`config.mk`:
```
export PLATFORM = sky130hd
export DESIGN_NAME = c_token_scanner_core
export DESIGN_NICKNAME = d
export VERILOG_FILES = /design/src/sv/ctok_pkg.sv /design/src/sv/ctok_lexer.sv /design/src/sv/ctok_outq.sv /design/src/sv/c_token_scanner_core.sv
export SDC_FILE = /design/constraint.sdc
export NUM_CORES = 1
export LEC_CHECK = 0
export ABC_AREA = 1
export BUFFER_PORTS_ARGS = -buffer_cell sky130_fd_sc_hd__clkbuf_2
export CORE_MARGIN = 1
export CORE_UTILIZATION = 52
export CTS_BUF_LIST = sky130_fd_sc_hd__clkbuf_4 sky130_fd_sc_hd__clkbuf_8
export DETAILED_ROUTE_END_ITERATION = 10
export MAX_ROUTING_LAYER = met4
export PLACE_DENSITY = 0.68
export SYNTH_ARGS = -nofsm -noshare
export SYNTH_HDL_FRONTEND = slang
export SYNTH_SLANG_ARGS = --single-unit
```
`constraint.sdc`:
```
create_clock -name i_clk -period 5 [get_ports i_clk]
set_input_delay 1 -clock i_clk [delete_from_list [all_inputs] [get_ports i_clk]]
set_output_delay 1 -clock i_clk [all_outputs]
set_load 0.005 [all_outputs]
```
`src/sv/ctok_pkg.sv`:
```
`timescale 1ns / 1ps

package ctok_pkg;

    // Token kinds
    localparam logic [4:0] KIND_EOF     = 5'd0;
    localparam logic [4:0] KIND_IDENT   = 5'd1;
    localparam logic [4:0] KIND_INT     = 5'd2;
    localparam logic [4:0] KIND_FLOAT   = 5'd3;
    localparam logic [4:0] KIND_UNKNOWN = 5'd4;
    localparam logic [4:0] KIND_LBRACE  = 5'd5;
    localparam logic [4:0] KIND_RBRACE  = 5'd6;
    localparam logic [4:0] KIND_RPAREN  = 5'd7;
    localparam logic [4:0] KIND_LPAREN  = 5'd8;
    localparam logic [4:0] KIND_SEMI    = 5'd9;
    localparam logic [4:0] KIND_COMMA   = 5'd10;
    localparam logic [4:0] KIND_PLUS    = 5'd11;
    localparam logic [4:0] KIND_MINUS   = 5'd12;
    localparam logic [4:0] KIND_STAR    = 5'd13;
    localparam logic [4:0] KIND_ASSIGN  = 5'd14;
    localparam logic [4:0] KIND_LESS    = 5'd15;
    localparam logic [4:0] KIND_GREATER = 5'd16;
    localparam logic [4:0] KIND_SLASH   = 5'd17;

    // Error codes
    localparam logic [1:0] ERR_NONE     = 2'd0;
    localparam logic [1:0] ERR_SUFFIX   = 2'd1;
    localparam logic [1:0] ERR_UNTERM   = 2'd2;
    localparam logic [1:0] ERR_UNKNOWN  = 2'd3;

    // Characters
    localparam logic [7:0] CH_NUL    = 8'h00;
    localparam logic [7:0] CH_TAB    = 8'h09;
    localparam logic [7:0] CH_LF     = 8'h0A;
    localparam logic [7:0] CH_VT     = 8'h0B;
    localparam logic [7:0] CH_FF     = 8'h0C;
    localparam logic [7:0] CH_CR     = 8'h0D;
    localparam logic [7:0] CH_SPACE  = 8'h20;
    localparam logic [7:0] CH_LPAREN = 8'h28;
    localparam logic [7:0] CH_RPAREN = 8'h29;
    localparam logic [7:0] CH_STAR   = 8'h2A;
    localparam logic [7:0] CH_PLUS   = 8'h2B;
    localparam logic [7:0] CH_COMMA  = 8'h2C;
    localparam logic [7:0] CH_MINUS  = 8'h2D;
    localparam logic [7:0] CH_DOT    = 8'h2E;
    localparam logic [7:0] CH_SLASH  = 8'h2F;
    localparam logic [7:0] CH_ZERO   = 8'h30;
    localparam logic [7:0] CH_SEVEN  = 8'h37;
    localparam logic [7:0] CH_NINE   = 8'h39;
    localparam logic [7:0] CH_SEMI   = 8'h3B;
    localparam logic [7:0] CH_LESS   = 8'h3C;
    localparam logic [7:0] CH_EQUAL  = 8'h3D;
    localparam logic [7:0] CH_GREATER = 8'h3E;
    localparam logic [7:0] CH_UP_A   = 8'h41;
    localparam logic [7:0] CH_UP_E   = 8'h45;
    localparam logic [7:0] CH_UP_F   = 8'h46;
    localparam logic [7:0] CH_UP_X   = 8'h58;
    localparam logic [7:0] CH_UP_Z   = 8'h5A;
    localparam logic [7:0] CH_RBRACK = 8'h5D;
    localparam logic [7:0] CH_UNDER  = 8'h5F;
    localparam logic [7:0] CH_LO_A   = 8'h61;
    localparam logic [7:0] CH_LO_E   = 8'h65;
    localparam logic [7:0] CH_LO_F   = 8'h66;
    localparam logic [7:0] CH_LO_X   = 8'h78;
    localparam logic [7:0] CH_LO_Z   = 8'h7A;
    localparam logic [7:0] CH_LBRACE = 8'h7B;
    localparam logic [7:0] CH_RBRACE = 8'h7D;

    // Result queue sizing: room for one in-flight item plus one new item
    localparam int Q_DEPTH     = 8;
    localparam int Q_PTR_W     = 3;
    localparam int Q_LVL_W     = 4;
    localparam logic [Q_LVL_W-1:0] Q_READY_LEVEL = 4'd4;

    typedef struct packed {
        logic [7:0] next_byte;
        logic       end_of_text;
    } t_in_item;

    typedef struct packed {
        logic [4:0]  token_kind;
        logic [31:0] token_start;
        logic [7:0]  token_length;
        logic [1:0]  error_code;
        logic        last_of_run;
    } t_out_item;

    // Results of one byte, compacted: item0 first, item1 only when count is 2
    typedef struct packed {
        logic [1:0] count;
        t_out_item  item0;
        t_out_item  item1;
    } t_push;

    function automatic logic is_space(input logic [7:0] c);
        return c inside {CH_SPACE, CH_TAB, CH_FF, CH_VT, CH_CR, CH_LF};
    endfunction

    function automatic logic is_digit(input logic [7:0] c);
        return c inside {[CH_ZERO:CH_NINE]};
    endfunction

    function automatic logic is_octal(input logic [7:0] c);
        return c inside {[CH_ZERO:CH_SEVEN]};
    endfunction

    function automatic logic is_hex(input logic [7:0] c);
        return c inside {[CH_ZERO:CH_NINE], [CH_UP_A:CH_UP_F], [CH_LO_A:CH_LO_F]};
    endfunction

    function automatic logic is_head(input logic [7:0] c);
        return c inside {CH_UNDER, [CH_UP_A:CH_UP_Z], [CH_LO_A:CH_LO_Z]};
    endfunction

    function automatic logic is_term(input logic [7:0] c);
        return is_space(c) ||
               (c inside {CH_SEMI, CH_COMMA, CH_RPAREN, CH_RBRACK, CH_RBRACE});
    endfunction

    // Single-character punctuator kind, KIND_EOF when not a punctuator
    function automatic logic [4:0] punct_kind(input logic [7:0] c);
        logic [4:0] k;
        case (c)
            CH_LBRACE:  k = KIND_LBRACE;
            CH_RBRACE:  k = KIND_RBRACE;
            CH_RPAREN:  k = KIND_RPAREN;
            CH_LPAREN:  k = KIND_LPAREN;
            CH_SEMI:    k = KIND_SEMI;
            CH_COMMA:   k = KIND_COMMA;
            CH_PLUS:    k = KIND_PLUS;
            CH_MINUS:   k = KIND_MINUS;
            CH_STAR:    k = KIND_STAR;
            CH_EQUAL:   k = KIND_ASSIGN;
            CH_LESS:    k = KIND_LESS;
            CH_GREATER: k = KIND_GREATER;
            CH_SLASH:   k = KIND_SLASH;
            default:    k = KIND_EOF;
        endcase
        return k;
    endfunction

endpackage

```
`src/sv/ctok_lexer.sv`:
```
`timescale 1ns / 1ps

module ctok_lexer #(
    parameter int MAX_TOKEN_LEN = 255,
    parameter int OFFSET_BITS   = 32
) (
    input  logic              i_clk,
    input  logic              i_rst_n,
    input  logic              i_valid,
    input  ctok_pkg::t_in_item i_item,
    output ctok_pkg::t_push   o_push
);
    import ctok_pkg::*;

    localparam int LEN_W = $clog2(MAX_TOKEN_LEN + 1);
    localparam logic [LEN_W-1:0] LEN_MAX = LEN_W'(MAX_TOKEN_LEN);

    typedef enum logic [15:0] {
        M_IDLE   = 16'h0001,
        M_IDENT  = 16'h0002,
        M_SLASH  = 16'h0004,
        M_LINE   = 16'h0008,
        M_BLOCK  = 16'h0010,
        M_STAR   = 16'h0020,
        M_ZERO   = 16'h0040,
        M_HEXP   = 16'h0080,
        M_HEX    = 16'h0100,
        M_OCT    = 16'h0200,
        M_DEC    = 16'h0400,
        M_FRAC   = 16'h0800,
        M_EXPE   = 16'h1000,
        M_EXPS   = 16'h2000,
        M_EXPD   = 16'h4000,
        M_SUFFIX = 16'h8000
    } t_mode;

    t_mode                  r_mode, n_mode;
    logic [LEN_W-1:0]       r_len, n_len;
    logic [OFFSET_BITS-1:0] r_start, n_start;
    logic [OFFSET_BITS-1:0] r_pos, n_pos;
    logic                   r_frac, n_frac;
    logic                   r_suf, n_suf;

    // Widened views for truncation to the fixed output widths
    logic [LEN_W+7:0]        len_ext;
    logic [OFFSET_BITS+31:0] start_ext;
    logic [OFFSET_BITS+31:0] pos_ext;

    assign len_ext   = {8'd0, r_len};
    assign start_ext = {32'd0, r_start};
    assign pos_ext   = {32'd0, r_pos};

    always_comb begin
        logic [7:0]  c;
        logic        rescan;
        logic        grow;
        t_mode       grow_mode;
        logic        tail;
        logic        tail_suf;
        logic        pend;
        logic [4:0]  pend_kind;
        logic [1:0]  pend_err;
        logic        second;
        t_out_item   pend_item;
        t_out_item   second_item;
        logic [4:0]  pk;

        c         = i_item.next_byte;
        rescan    = 1'b0;
        grow      = 1'b0;
        grow_mode = M_IDLE;
        tail      = 1'b0;
        tail_suf  = r_suf;
        pend      = 1'b0;
        pend_kind = KIND_EOF;
        pend_err  = ERR_NONE;
        second    = 1'b0;
        pk        = punct_kind(c);

        n_mode  = r_mode;
        n_len   = r_len;
        n_start = r_start;
        n_pos   = r_pos;
        n_frac  = r_frac;
        n_suf   = r_suf;

        second_item = '0;
        second_item.token_start = pos_ext[31:0];

        if (i_valid && (i_item.end_of_text || c == CH_NUL)) begin
            // End of text: flush pending token, then eof
            case (r_mode)
                M_IDENT: begin
                    pend = 1'b1; pend_kind = KIND_IDENT;
                end
                M_SLASH: begin
                    pend = 1'b1; pend_kind = KIND_SLASH;
                end
                M_BLOCK, M_STAR: begin
                    second_item.error_code = ERR_UNTERM;
                end
                M_HEXP: begin
                    pend = 1'b1; pend_kind = KIND_INT; pend_err = ERR_SUFFIX;
                end
                M_EXPE, M_EXPS: begin
                    pend = 1'b1;
                    pend_kind = r_frac ? KIND_FLOAT : KIND_INT;
                    pend_err = ERR_SUFFIX;
                end
                M_ZERO, M_HEX, M_OCT, M_DEC, M_FRAC, M_EXPD, M_SUFFIX: begin
                    pend = 1'b1;
                    pend_kind = r_frac ? KIND_FLOAT : KIND_INT;
                    pend_err = r_suf ? ERR_SUFFIX : ERR_NONE;
                end
                default: begin
                end
            endcase
            second = 1'b1;
            second_item.token_kind = KIND_EOF;
            n_mode  = M_IDLE;
            n_len   = '0;
            n_start = '0;
            n_pos   = '0;
            n_frac  = 1'b0;
            n_suf   = 1'b0;
        end else if (i_valid) begin
            // Continue the pending token
            case (r_mode)
                M_IDLE: rescan = 1'b1;
                M_IDENT: begin
                    if (is_head(c) || is_digit(c)) begin
                        grow = 1'b1; grow_mode = M_IDENT;
                    end else begin
                        pend = 1'b1; pend_kind = KIND_IDENT; rescan = 1'b1;
                    end
                end
                M_SLASH: begin
                    if (c == CH_SLASH) n_mode = M_LINE;
                    else if (c == CH_STAR) n_mode = M_BLOCK;
                    else begin
                        pend = 1'b1; pend_kind = KIND_SLASH; rescan = 1'b1;
                    end
                end
                M_LINE: begin
                    if (c == CH_LF) n_mode = M_IDLE;
                end
                M_BLOCK: begin
                    if (c == CH_STAR) n_mode = M_STAR;
                end
                M_STAR: begin
                    if (c == CH_SLASH) n_mode = M_IDLE;
                    else if (c != CH_STAR) n_mode = M_BLOCK;
                end
                M_ZERO: begin
                    if (c == CH_LO_X || c == CH_UP_X) begin
                        grow = 1'b1; grow_mode = M_HEXP;
                    end else if (is_octal(c)) begin
                        grow = 1'b1; grow_mode = M_OCT;
                    end else if (c == CH_DOT) begin
                        n_frac = 1'b1; grow = 1'b1; grow_mode = M_FRAC;
                    end else tail = 1'b1;
                end
                M_HEXP: begin
                    if (is_hex(c)) begin
                        grow = 1'b1; grow_mode = M_HEX;
                    end else begin
                        pend = 1'b1; pend_kind = KIND_INT; pend_err = ERR_SUFFIX;
                        rescan = 1'b1;
                    end
                end
                M_HEX: begin
                    if (is_hex(c)) begin
                        grow = 1'b1; grow_mode = M_HEX;
                    end else tail = 1'b1;
                end
                M_OCT: begin
                    if (is_octal(c)) begin
                        grow = 1'b1; grow_mode = M_OCT;
                    end else tail = 1'b1;
                end
                M_DEC: begin
                    if (is_digit(c)) begin
                        grow = 1'b1; grow_mode = M_DEC;
                    end else if (c == CH_DOT) begin
                        n_frac = 1'b1; grow = 1'b1; grow_mode = M_FRAC;
                    end else tail = 1'b1;
                end
                M_FRAC: begin
                    if (is_digit(c)) begin
                        grow = 1'b1; grow_mode = M_FRAC;
                    end else if (c == CH_LO_E || c == CH_UP_E) begin
                        grow = 1'b1; grow_mode = M_EXPE;
                    end else tail = 1'b1;
                end
                M_EXPE: begin
                    if (c == CH_PLUS || c == CH_MINUS) begin
                        grow = 1'b1; grow_mode = M_EXPS;
                    end else if (is_digit(c)) begin
                        grow = 1'b1; grow_mode = M_EXPD;
                    end else begin
                        tail = 1'b1; tail_suf = 1'b1; n_suf = 1'b1;
                    end
                end
                M_EXPS: begin
                    if (is_digit(c)) begin
                        grow = 1'b1; grow_mode = M_EXPD;
                    end else begin
                        tail = 1'b1; tail_suf = 1'b1; n_suf = 1'b1;
                    end
                end
                M_EXPD: begin
                    if (is_digit(c)) begin
                        grow = 1'b1; grow_mode = M_EXPD;
                    end else tail = 1'b1;
                end
                M_SUFFIX: tail = 1'b1;
                default: begin
                    n_mode = M_IDLE; rescan = 1'b1;
                end
            endcase

            // Number cannot grow: end at a terminator, else absorb a suffix
            if (tail) begin
                if (is_term(c)) begin
                    pend = 1'b1;
                    pend_kind = r_frac ? KIND_FLOAT : KIND_INT;
                    pend_err = tail_suf ? ERR_SUFFIX : ERR_NONE;
                    rescan = 1'b1;
                end else begin
                    n_suf = 1'b1; grow = 1'b1; grow_mode = M_SUFFIX;
                end
            end

            if (grow) begin
                n_mode = grow_mode;
                if (r_len < LEN_MAX) n_len = r_len + 1'b1;
            end

            if (pend) n_mode = M_IDLE;

            // Scan the byte afresh from idle
            if (rescan && !is_space(c)) begin
                if (is_head(c) || is_digit(c) || c == CH_SLASH) begin
                    n_start = r_pos;
                    n_len   = LEN_W'(1);
                    n_frac  = 1'b0;
                    n_suf   = 1'b0;
                    if (is_head(c)) n_mode = M_IDENT;
                    else if (c == CH_ZERO) n_mode = M_ZERO;
                    else if (is_digit(c)) n_mode = M_DEC;
                    else n_mode = M_SLASH;
                end else begin
                    second = 1'b1;
                    second_item.token_length = 8'd1;
                    if (pk != KIND_EOF) begin
                        second_item.token_kind = pk;
                    end else begin
                        second_item.token_kind = KIND_UNKNOWN;
                        second_item.error_code = ERR_UNKNOWN;
                    end
                end
            end

            n_pos = r_pos + 1'b1;
        end

        pend_item              = '0;
        pend_item.token_kind   = pend_kind;
        pend_item.token_start  = start_ext[31:0];
        pend_item.token_length = len_ext[7:0];
        pend_item.error_code   = pend_err;

        // Compact the results and mark the last one
        o_push = '0;
        if (pend && second) begin
            o_push.count = 2'd2;
            o_push.item0 = pend_item;
            o_push.item1 = second_item;
            o_push.item1.last_of_run = 1'b1;
        end else if (pend) begin
            o_push.count = 2'd1;
            o_push.item0 = pend_item;
            o_push.item0.last_of_run = 1'b1;
        end else if (second) begin
            o_push.count = 2'd1;
            o_push.item0 = second_item;
            o_push.item0.last_of_run = 1'b1;
        end
    end

    // Scanner state
    always_ff @(posedge i_clk) begin
        if (!i_rst_n) begin
            r_mode  <= M_IDLE;
            r_len   <= '0;
            r_start <= '0;
            r_pos   <= '0;
            r_frac  <= 1'b0;
            r_suf   <= 1'b0;
        end else begin
            r_mode  <= n_mode;
            r_len   <= n_len;
            r_start <= n_start;
            r_pos   <= n_pos;
            r_frac  <= n_frac;
            r_suf   <= n_suf;
        end
    end

endmodule

```
`src/sv/ctok_outq.sv`:
```
`timescale 1ns / 1ps

module ctok_outq (
    input  logic                             i_clk,
    input  logic                             i_rst_n,
    input  ctok_pkg::t_push                  i_push,
    input  logic                             i_pop,
    output logic                             o_valid,
    output ctok_pkg::t_out_item              o_item,
    output logic [ctok_pkg::Q_LVL_W-1:0]     o_level
);
    import ctok_pkg::*;

    t_out_item            r_mem [Q_DEPTH];
    logic [Q_PTR_W-1:0]   r_wr_ptr, n_wr_ptr;
    logic [Q_PTR_W-1:0]   r_rd_ptr, n_rd_ptr;
    logic [Q_LVL_W-1:0]   r_level, n_level;
    logic                 pop;
    logic [Q_PTR_W-1:0]   wr_ptr_1;

    assign o_valid  = (r_level != '0);
    assign o_item   = r_mem[r_rd_ptr];
    assign o_level  = r_level;
    assign pop      = i_pop && o_valid;
    assign wr_ptr_1 = r_wr_ptr + 1'b1;

    // Pointer and fill level
    always_comb begin
        n_wr_ptr = r_wr_ptr + Q_PTR_W'(i_push.count);
        n_rd_ptr = r_rd_ptr + Q_PTR_W'(pop);
        n_level  = r_level + Q_LVL_W'(i_push.count) - Q_LVL_W'(pop);
    end

    always_ff @(posedge i_clk) begin
        if (!i_rst_n) begin
            r_wr_ptr <= '0;
            r_rd_ptr <= '0;
            r_level  <= '0;
        end else begin
            r_wr_ptr <= n_wr_ptr;
            r_rd_ptr <= n_rd_ptr;
            r_level  <= n_level;
        end
    end

    // Entry storage, up to two writes per cycle
    always_ff @(posedge i_clk) begin
        if (i_push.count != 2'd0) r_mem[r_wr_ptr] <= i_push.item0;
        if (i_push.count == 2'd2) r_mem[wr_ptr_1] <= i_push.item1;
    end

endmodule

```
`src/sv/c_token_scanner_core.sv`:
```
`timescale 1ns / 1ps

// Streaming C token scanner. One source byte is accepted per clock while the
// result queue holds four tokens or fewer; each byte yields zero, one or two
// tokens (eof included), and tokens leave at one per clock while the receiver
// is ready, so a byte is taken every cycle unless the receiver stalls or the
// text packs two tokens into one byte faster than the output drains. A byte
// passes an input register, then one pass of scan logic writes its tokens into
// an eight-entry queue, from which the first token of a byte is offered. The
// end of text (flag or a zero byte) flushes the pending token, emits eof and
// restarts offsets at 0.
module c_token_scanner_core #(
    parameter int MAX_TOKEN_LEN = 255,
    parameter int OFFSET_BITS   = 32
) (
    input  logic                 i_clk,
    input  logic                 i_rst_n,
    input  logic                 i_in_valid,
    output logic                 o_in_ready,
    input  ctok_pkg::t_in_item   i_in_item,
    output logic                 o_out_valid,
    input  logic                 i_out_ready,
    output ctok_pkg::t_out_item  o_out_item
);
    import ctok_pkg::*;

    logic                 r_in_valid;
    t_in_item             r_in_item;
    t_push                push;
    logic [Q_LVL_W-1:0]   level;

    // Room for the item in flight plus one more
    assign o_in_ready = (level <= Q_READY_LEVEL);

    // Input register
    always_ff @(posedge i_clk) begin
        if (!i_rst_n) begin
            r_in_valid <= 1'b0;
        end else begin
            r_in_valid <= i_in_valid && o_in_ready;
        end
    end

    always_ff @(posedge i_clk) begin
        if (i_in_valid && o_in_ready) r_in_item <= i_in_item;
    end

    ctok_lexer #(
        .MAX_TOKEN_LEN (MAX_TOKEN_LEN),
        .OFFSET_BITS   (OFFSET_BITS)
    ) u_lexer (
        .i_clk   (i_clk),
        .i_rst_n (i_rst_n),
        .i_valid (r_in_valid),
        .i_item  (r_in_item),
        .o_push  (push)
    );

    ctok_outq u_outq (
        .i_clk   (i_clk),
        .i_rst_n (i_rst_n),
        .i_push  (push),
        .i_pop   (i_out_ready),
        .o_valid (o_out_valid),
        .o_item  (o_out_item),
        .o_level (level)
    );

endmodule
```
## After elaboration in Yosys (flattened, before gate mapping)

Memories as Yosys holds them, arrays and structs flattened. A register that Yosys moved wholly into a read port is not among the register bits.
Cells that the tools add are included.

- Register bits: 110
- Bits in writable memories: 384
- Input port bits: 13
- Output and inout bits: 50
- Logic and storage cells: 254
- Memories: 1

Memories:

| memory | words | bits a word | read ports | clocked after Yosys merged registers in | write ports | line | source |
|---|---|---|---|---|---|---|---|
| u_outq.r_mem | 8 | 48 | 1 | 1 | 2 | ctok_outq.sv:14 | `t_out_item r_mem [Q_DEPTH];` |

- $add $sub $neg: 7
- $lt $le $gt $ge: 11
- Equality and inequality tests: 45
- Mux-type cells: 139
- Bitwise operators: 1
- Reduce and logical (&&, ||, !) cells: 38

Operator list:

| kind | count |
|---|---|
| $mux 16 | 18 |
| $pmux 16 s8 | 1 |
| $eq 8x6->1 const B | 14 |
| $mux 50 | 2 |
| $pmux 16 s5 | 1 |
| $mux 1 | 68 |
| $pmux 5 s13 | 1 |
| $eq 8x7->1 const B | 8 |
| $mux 5 | 11 |
| $mux 49 | 1 |
| $mux 48 | 1 |
| $eq 8x4->1 const B | 5 |
| $mux 8 | 5 |
| $reduce_or 12->1 | 3 |
| $add 32x1->32 const B | 1 |
| $le 8x7->1 const B | 4 |
| $mux 10 | 3 |
| $mux 12 | 2 |
| $mux 2 | 10 |
| $pmux 5 s4 | 1 |
| $eq 16x1->1 const B | 1 |
| $eq 16x10->1 const B | 1 |
| $eq 16x11->1 const B | 1 |
| $eq 16x12->1 const B | 1 |
| 51 further kinds | 77 |

## Longest topological paths before layout

- Depth in word-level cells: 20
- Depth in mapped cells: 26
- Mapped depth without buffers: 24

## Hierarchy

A second synthesis with hierarchy kept.

- Cells, all modules: 4422
- Area, all modules: 31083.6 µm²

By module, submodules not included:

| module | times used | cells each | area an instance (µm²) | sequential area each (µm²) |
|---|---|---|---|---|
| ctok_outq | 1 | 3174 | 23864.1 | 11731.3 |
| ctok_lexer | 1 | 1231 | 6895.4 | 1801.7 |
| c_token_scanner_core | 1 | 17 | 324.1 | 290.3 |

## Worst setup path after synthesis

Ideal clock, no wire load.

- Kind: register to register
- Start point: register r_in_item[8] in the netlist's numbering
- End point: memory u_outq.r_mem[3][2] in the netlist's numbering (data pin)
- Library setup time: 141 ps
- Arrival time: 4214 ps
- Data required time: 4859 ps
- Slack: 645 ps
- Cell stages (with the launch flop): 24
- Path buffers: 1
- Period minus slack after synthesis: 4355 ps
- Path through: edfxtp_1 > inv_2 > nand2_1 > nor2_1 > nand2_1 > nand2_1 > nand2_1 > nand2_1 > nand4_1 > nand3_2 > nand2_4 > nand2_1 > nand3_1 > nand2_2 > buf_4 > ha_1 > inv_1 > nor2_1 > inv_1 > nor2_1 > clkinv_1 > nand2_1 > nand3_1 > nor2_1

RTL lines:

| what | line | source |
|---|---|---|
| from (decl) | c_token_scanner_core.sv:28 | `t_in_item r_in_item;` |
| from (signal assigned) | c_token_scanner_core.sv:45 | `if (i_in_valid && o_in_ready) r_in_item <= i_in_item;` |
| to (decl) | ctok_outq.sv:14 |  |

==> flow_metrics.env <==
export IMPL_layout_commonest_cell="nand2_1"
export IMPL_wirelength_um=85600
export IMPL_synth_edf_count=337
export IMPL_cts_buffers=85
export IMPL_grt_pass1_wl_um=130000
export IMPL_fmax_ghz=0.224
export IMPL_place_hpwl_um=50100
export IMPL_antenna_cells=0
export IMPL_clk_latency_ns=0.68
export IMPL_maxSlewViolCount=0
export IMPL_finalCritPeriodShare=0.895
export IMPL_synthesis_area_sq_um=26300
export IMPL_swShare=0.344
export IMPL_synthDistinctLibCells=55
export IMPL_yosys_top_cells_area="edfxtp_1 38%, nand2_1 16%, dfxtp_1 12%"
export IMPL_rows=82
export IMPL_grt_total_usage=0.342
export IMPL_tightestPinTransition_ns=1.05
export IMPL_overflow=0
export IMPL_ys_ff_latch=494
export IMPL_drt_pre_antenna_iters=6
export IMPL_setup_violations_final=0
export IMPL_portBuffers=62
export IMPL_tritoncts="built"
export IMPL_vias=24200
export IMPL_required_ns=5.36
export IMPL_clock_root_buffer="clkbuf_8"
export IMPL_outcome="finished clean"
export IMPL_cp_arrival_ns=4.83
export IMPL_rsz0062_at_grt="false"
export IMPL_p_seq_frac=0.401
export IMPL_holdBufCountCts=0
export IMPL_grt_max_degree=194
export IMPL_fp_coreArea_sq_um=50100
export IMPL_routedWlPerCell_um=20.5
export IMPL_yosys_area_share_simple=0.312
export IMPL_path_max_fanout=17
export IMPL_htreeDepth=3
export IMPL_drc=0
export IMPL_hold_viol_final=0
export IMPL_die_area_sq_um=51600
export IMPL_drv_cap=0
export IMPL_die_x_um=227
export IMPL_avgSynthCellArea_sq_um=7.67
export IMPL_areaGrowthSynthToFinish_pct=10.9
export IMPL_muxShareOfSynthArea=0
export IMPL_gp_congestion=0.954
export IMPL_ys_flop_type="edfxtp_1"
export IMPL_synth_top_area_frac=0.384
export IMPL_combinationalPowerShare=0.265
export IMPL_stdcell_area_sq_um=29200
export IMPL_async_flop_share=0
export IMPL_synth_compound_area_frac=0.108
export IMPL_final_antenna_net_count=0
export IMPL_hp_class="flop to flop"
export IMPL_viasPerCell=5.79
export IMPL_yosysSeqAreaShare=0.503
export IMPL_pin_count=63
export IMPL_antenna_found_initial=0
export IMPL_endpoint_kind="flop"
export IMPL_finalNetCount=3463
export IMPL_drive_above_1_share=0.118
export IMPL_ir_drop_uv=433
export IMPL_multi_input_area_sq_um=11600
export IMPL_fin_skew_ns=0.0350
export IMPL_syn_nets=3464
export IMPL_synth_top_family_by_area="simple AND/OR/NAND/NOR gates"
export IMPL_layout_min_cycle_time_ns=4.47
export IMPL_p_leak_nw=12.4
export IMPL_initialDrtViolationCount=2784
export IMPL_start_util=0.526
export IMPL_seqCellArea_sq_um=13300
export IMPL_clock_sinks=494
export IMPL_yosys_area_share_adder=0.00864
export IMPL_postPlaceCellArea_sq_um=27400
export IMPL_path_class="flop to flop"
export IMPL_max_slew_margin_rel=0.301
export IMPL_yosysTopAreaCell="edfxtp_1"
export IMPL_die_h_um=227
export IMPL_grt_pass1_vias=22700
export IMPL_clkTransAtPathRegs_ns=0.06
export IMPL_clk_path_buf_depth=3
export IMPL_syn_inst=3434
export IMPL_p_int_w=0.00775
export IMPL_synth_xor_area_frac=0.00665
export IMPL_startpoint_type="flop"
export IMPL_p_clk_frac=0.334
export IMPL_mostFrequentLayoutCells="1134 x nand2_1, 492 x nor2_1, 337 x edfxtp_1"
export IMPL_synth_warnings=0
export IMPL_pwr_density_cell_nw_per_um2=404
export IMPL_fill_cells=4571
export IMPL_fin_setup_tns_ns=0
export IMPL_p_sw_w=0.00407
## area by class of cell
cell class | instances | share of cell area
Clock buffer | 137 | 0.0575
Timing Repair Buffer | 121 | 0.0313
Tap cell | 672 | 0.0288
Inverter | 195 | 0.0252
Clock inverter | 20 | 0.00531
Multi-Input combinational cell | 2536 | 0.398
Sequential cell | 494 | 0.454
## synth_stat cells, drive strengths merged, types with 4 or more instances
cell and count:
xor2 12, ha 15, a21oi 99, inv 184
nand2 1201, clkbuf 166, or2 4, dfxtp 157
nand4 23, nor2 526, clkinv 11, edfxtp 337
o22ai 72, nor4 11, nand3 176, nor3 25
o21ai 284, xnor2 8, a31oi 48, buf 43
## metrics by stage
| step | cells | total power (W) | worst slack [ns] | util | hold slack [ns] |
|---|---|---|---|---|---|
| floorplan | 3434 | 0.00668 | 0.645 | - | 0.440 |
| global placement | 4018 | 0.00784 | 0.449 | 0.547 | 0.449 |
| detailed placement | 4018 | 0.00788 | 0.394 | 0.547 | 0.460 |
| CTS | 4175 | 0.0118 | 0.374 | 0.584 | 0.468 |
| global route | 4175 | 0.0123 | 0.205 | 0.584 | 0.491 |
| finish | 4175 | 0.0118 | 0.527 | 0.584 | 0.469 |
## registers in the layout, summed over array words and instances (netlist names)
signal and flops:
u_outq.r_mem 384, u_outq.r_rd_ptr 3, r_in_valid 1, u_lexer.r_frac 1, u_lexer.r_len 8, u_lexer.r_start 32, u_lexer.r_mode 16, u_outq.o_level 4
r_in_item 9, u_lexer.r_pos 32, u_lexer.r_suf 1, u_outq.r_wr_ptr 3
## path summary, 6_finish.rpt
path,start,to,slack (ns),depth (start not counted)
worst min-delay path,u_lexer.r_start[21],u_lexer.r_start[21],0.47,2
worst min register to register,u_lexer.r_start[21],u_lexer.r_start[21],0.47,2
worst max-delay path,r_in_item[2],u_outq.r_mem[3][33],0.53,19
worst max register to register,r_in_item[2],u_outq.r_mem[3][33],0.53,19
## routing by layer
metal	up-vias	wire length, um	share of wire	GRT usage
met5	-	0	0	-
met4	0	3370	0.039	0.151
met3	271	9000	0.11	0.0587
met2	1369	39400	0.46	0.537
met1	11200	33900	0.40	0.434
li1	11300	-	-	-
## worst max-delay path, stage by stage, from the launching register on
cell      delay, ns
edfxtp_1       0.48
nor2_1         0.21
nand3_1        0.20
nand2_1        0.10
nand2_1        0.07
a21oi_1        0.27
nand3_1        0.20
inv_1          0.13
nand2_1        0.09
nor2_1         0.10
nand3_1        0.13
nand2_2        0.12
ha_1           0.38
inv_1          0.10
nor2_1         0.11
inv_1          0.17
nor2_4         0.16
clkinv_1       0.22
nand2_2        0.59
buf_4          0.33
## cells by family after synthesis
family                     count (synthesis)
AOI/OAI and AO/OA                        524
xor gates and xnor gates                  20
adders and majority gates                 17
DFF                                      494
and+or+nand+nor                         1975
buffers and inverters                    404
## repair_timing
action                                  CTS  global route
setup buffers                             0             0
gates resized for setup                   0             1
endpoints found under the setup margin    0            13
## power by group through the flow
stage	Combinational [W]	Sequential [W]	Clock, W
CTS	0.00308	0.00474	0.00395
global route	0.00342	0.00476	0.00414
global placement	0.00302	0.00481	0
finish	0.00314	0.00474	0.00394
detailed placement	0.00306	0.00482	0
floorplan	0.00193	0.00475	0
(Power assumes the default switching activity.)
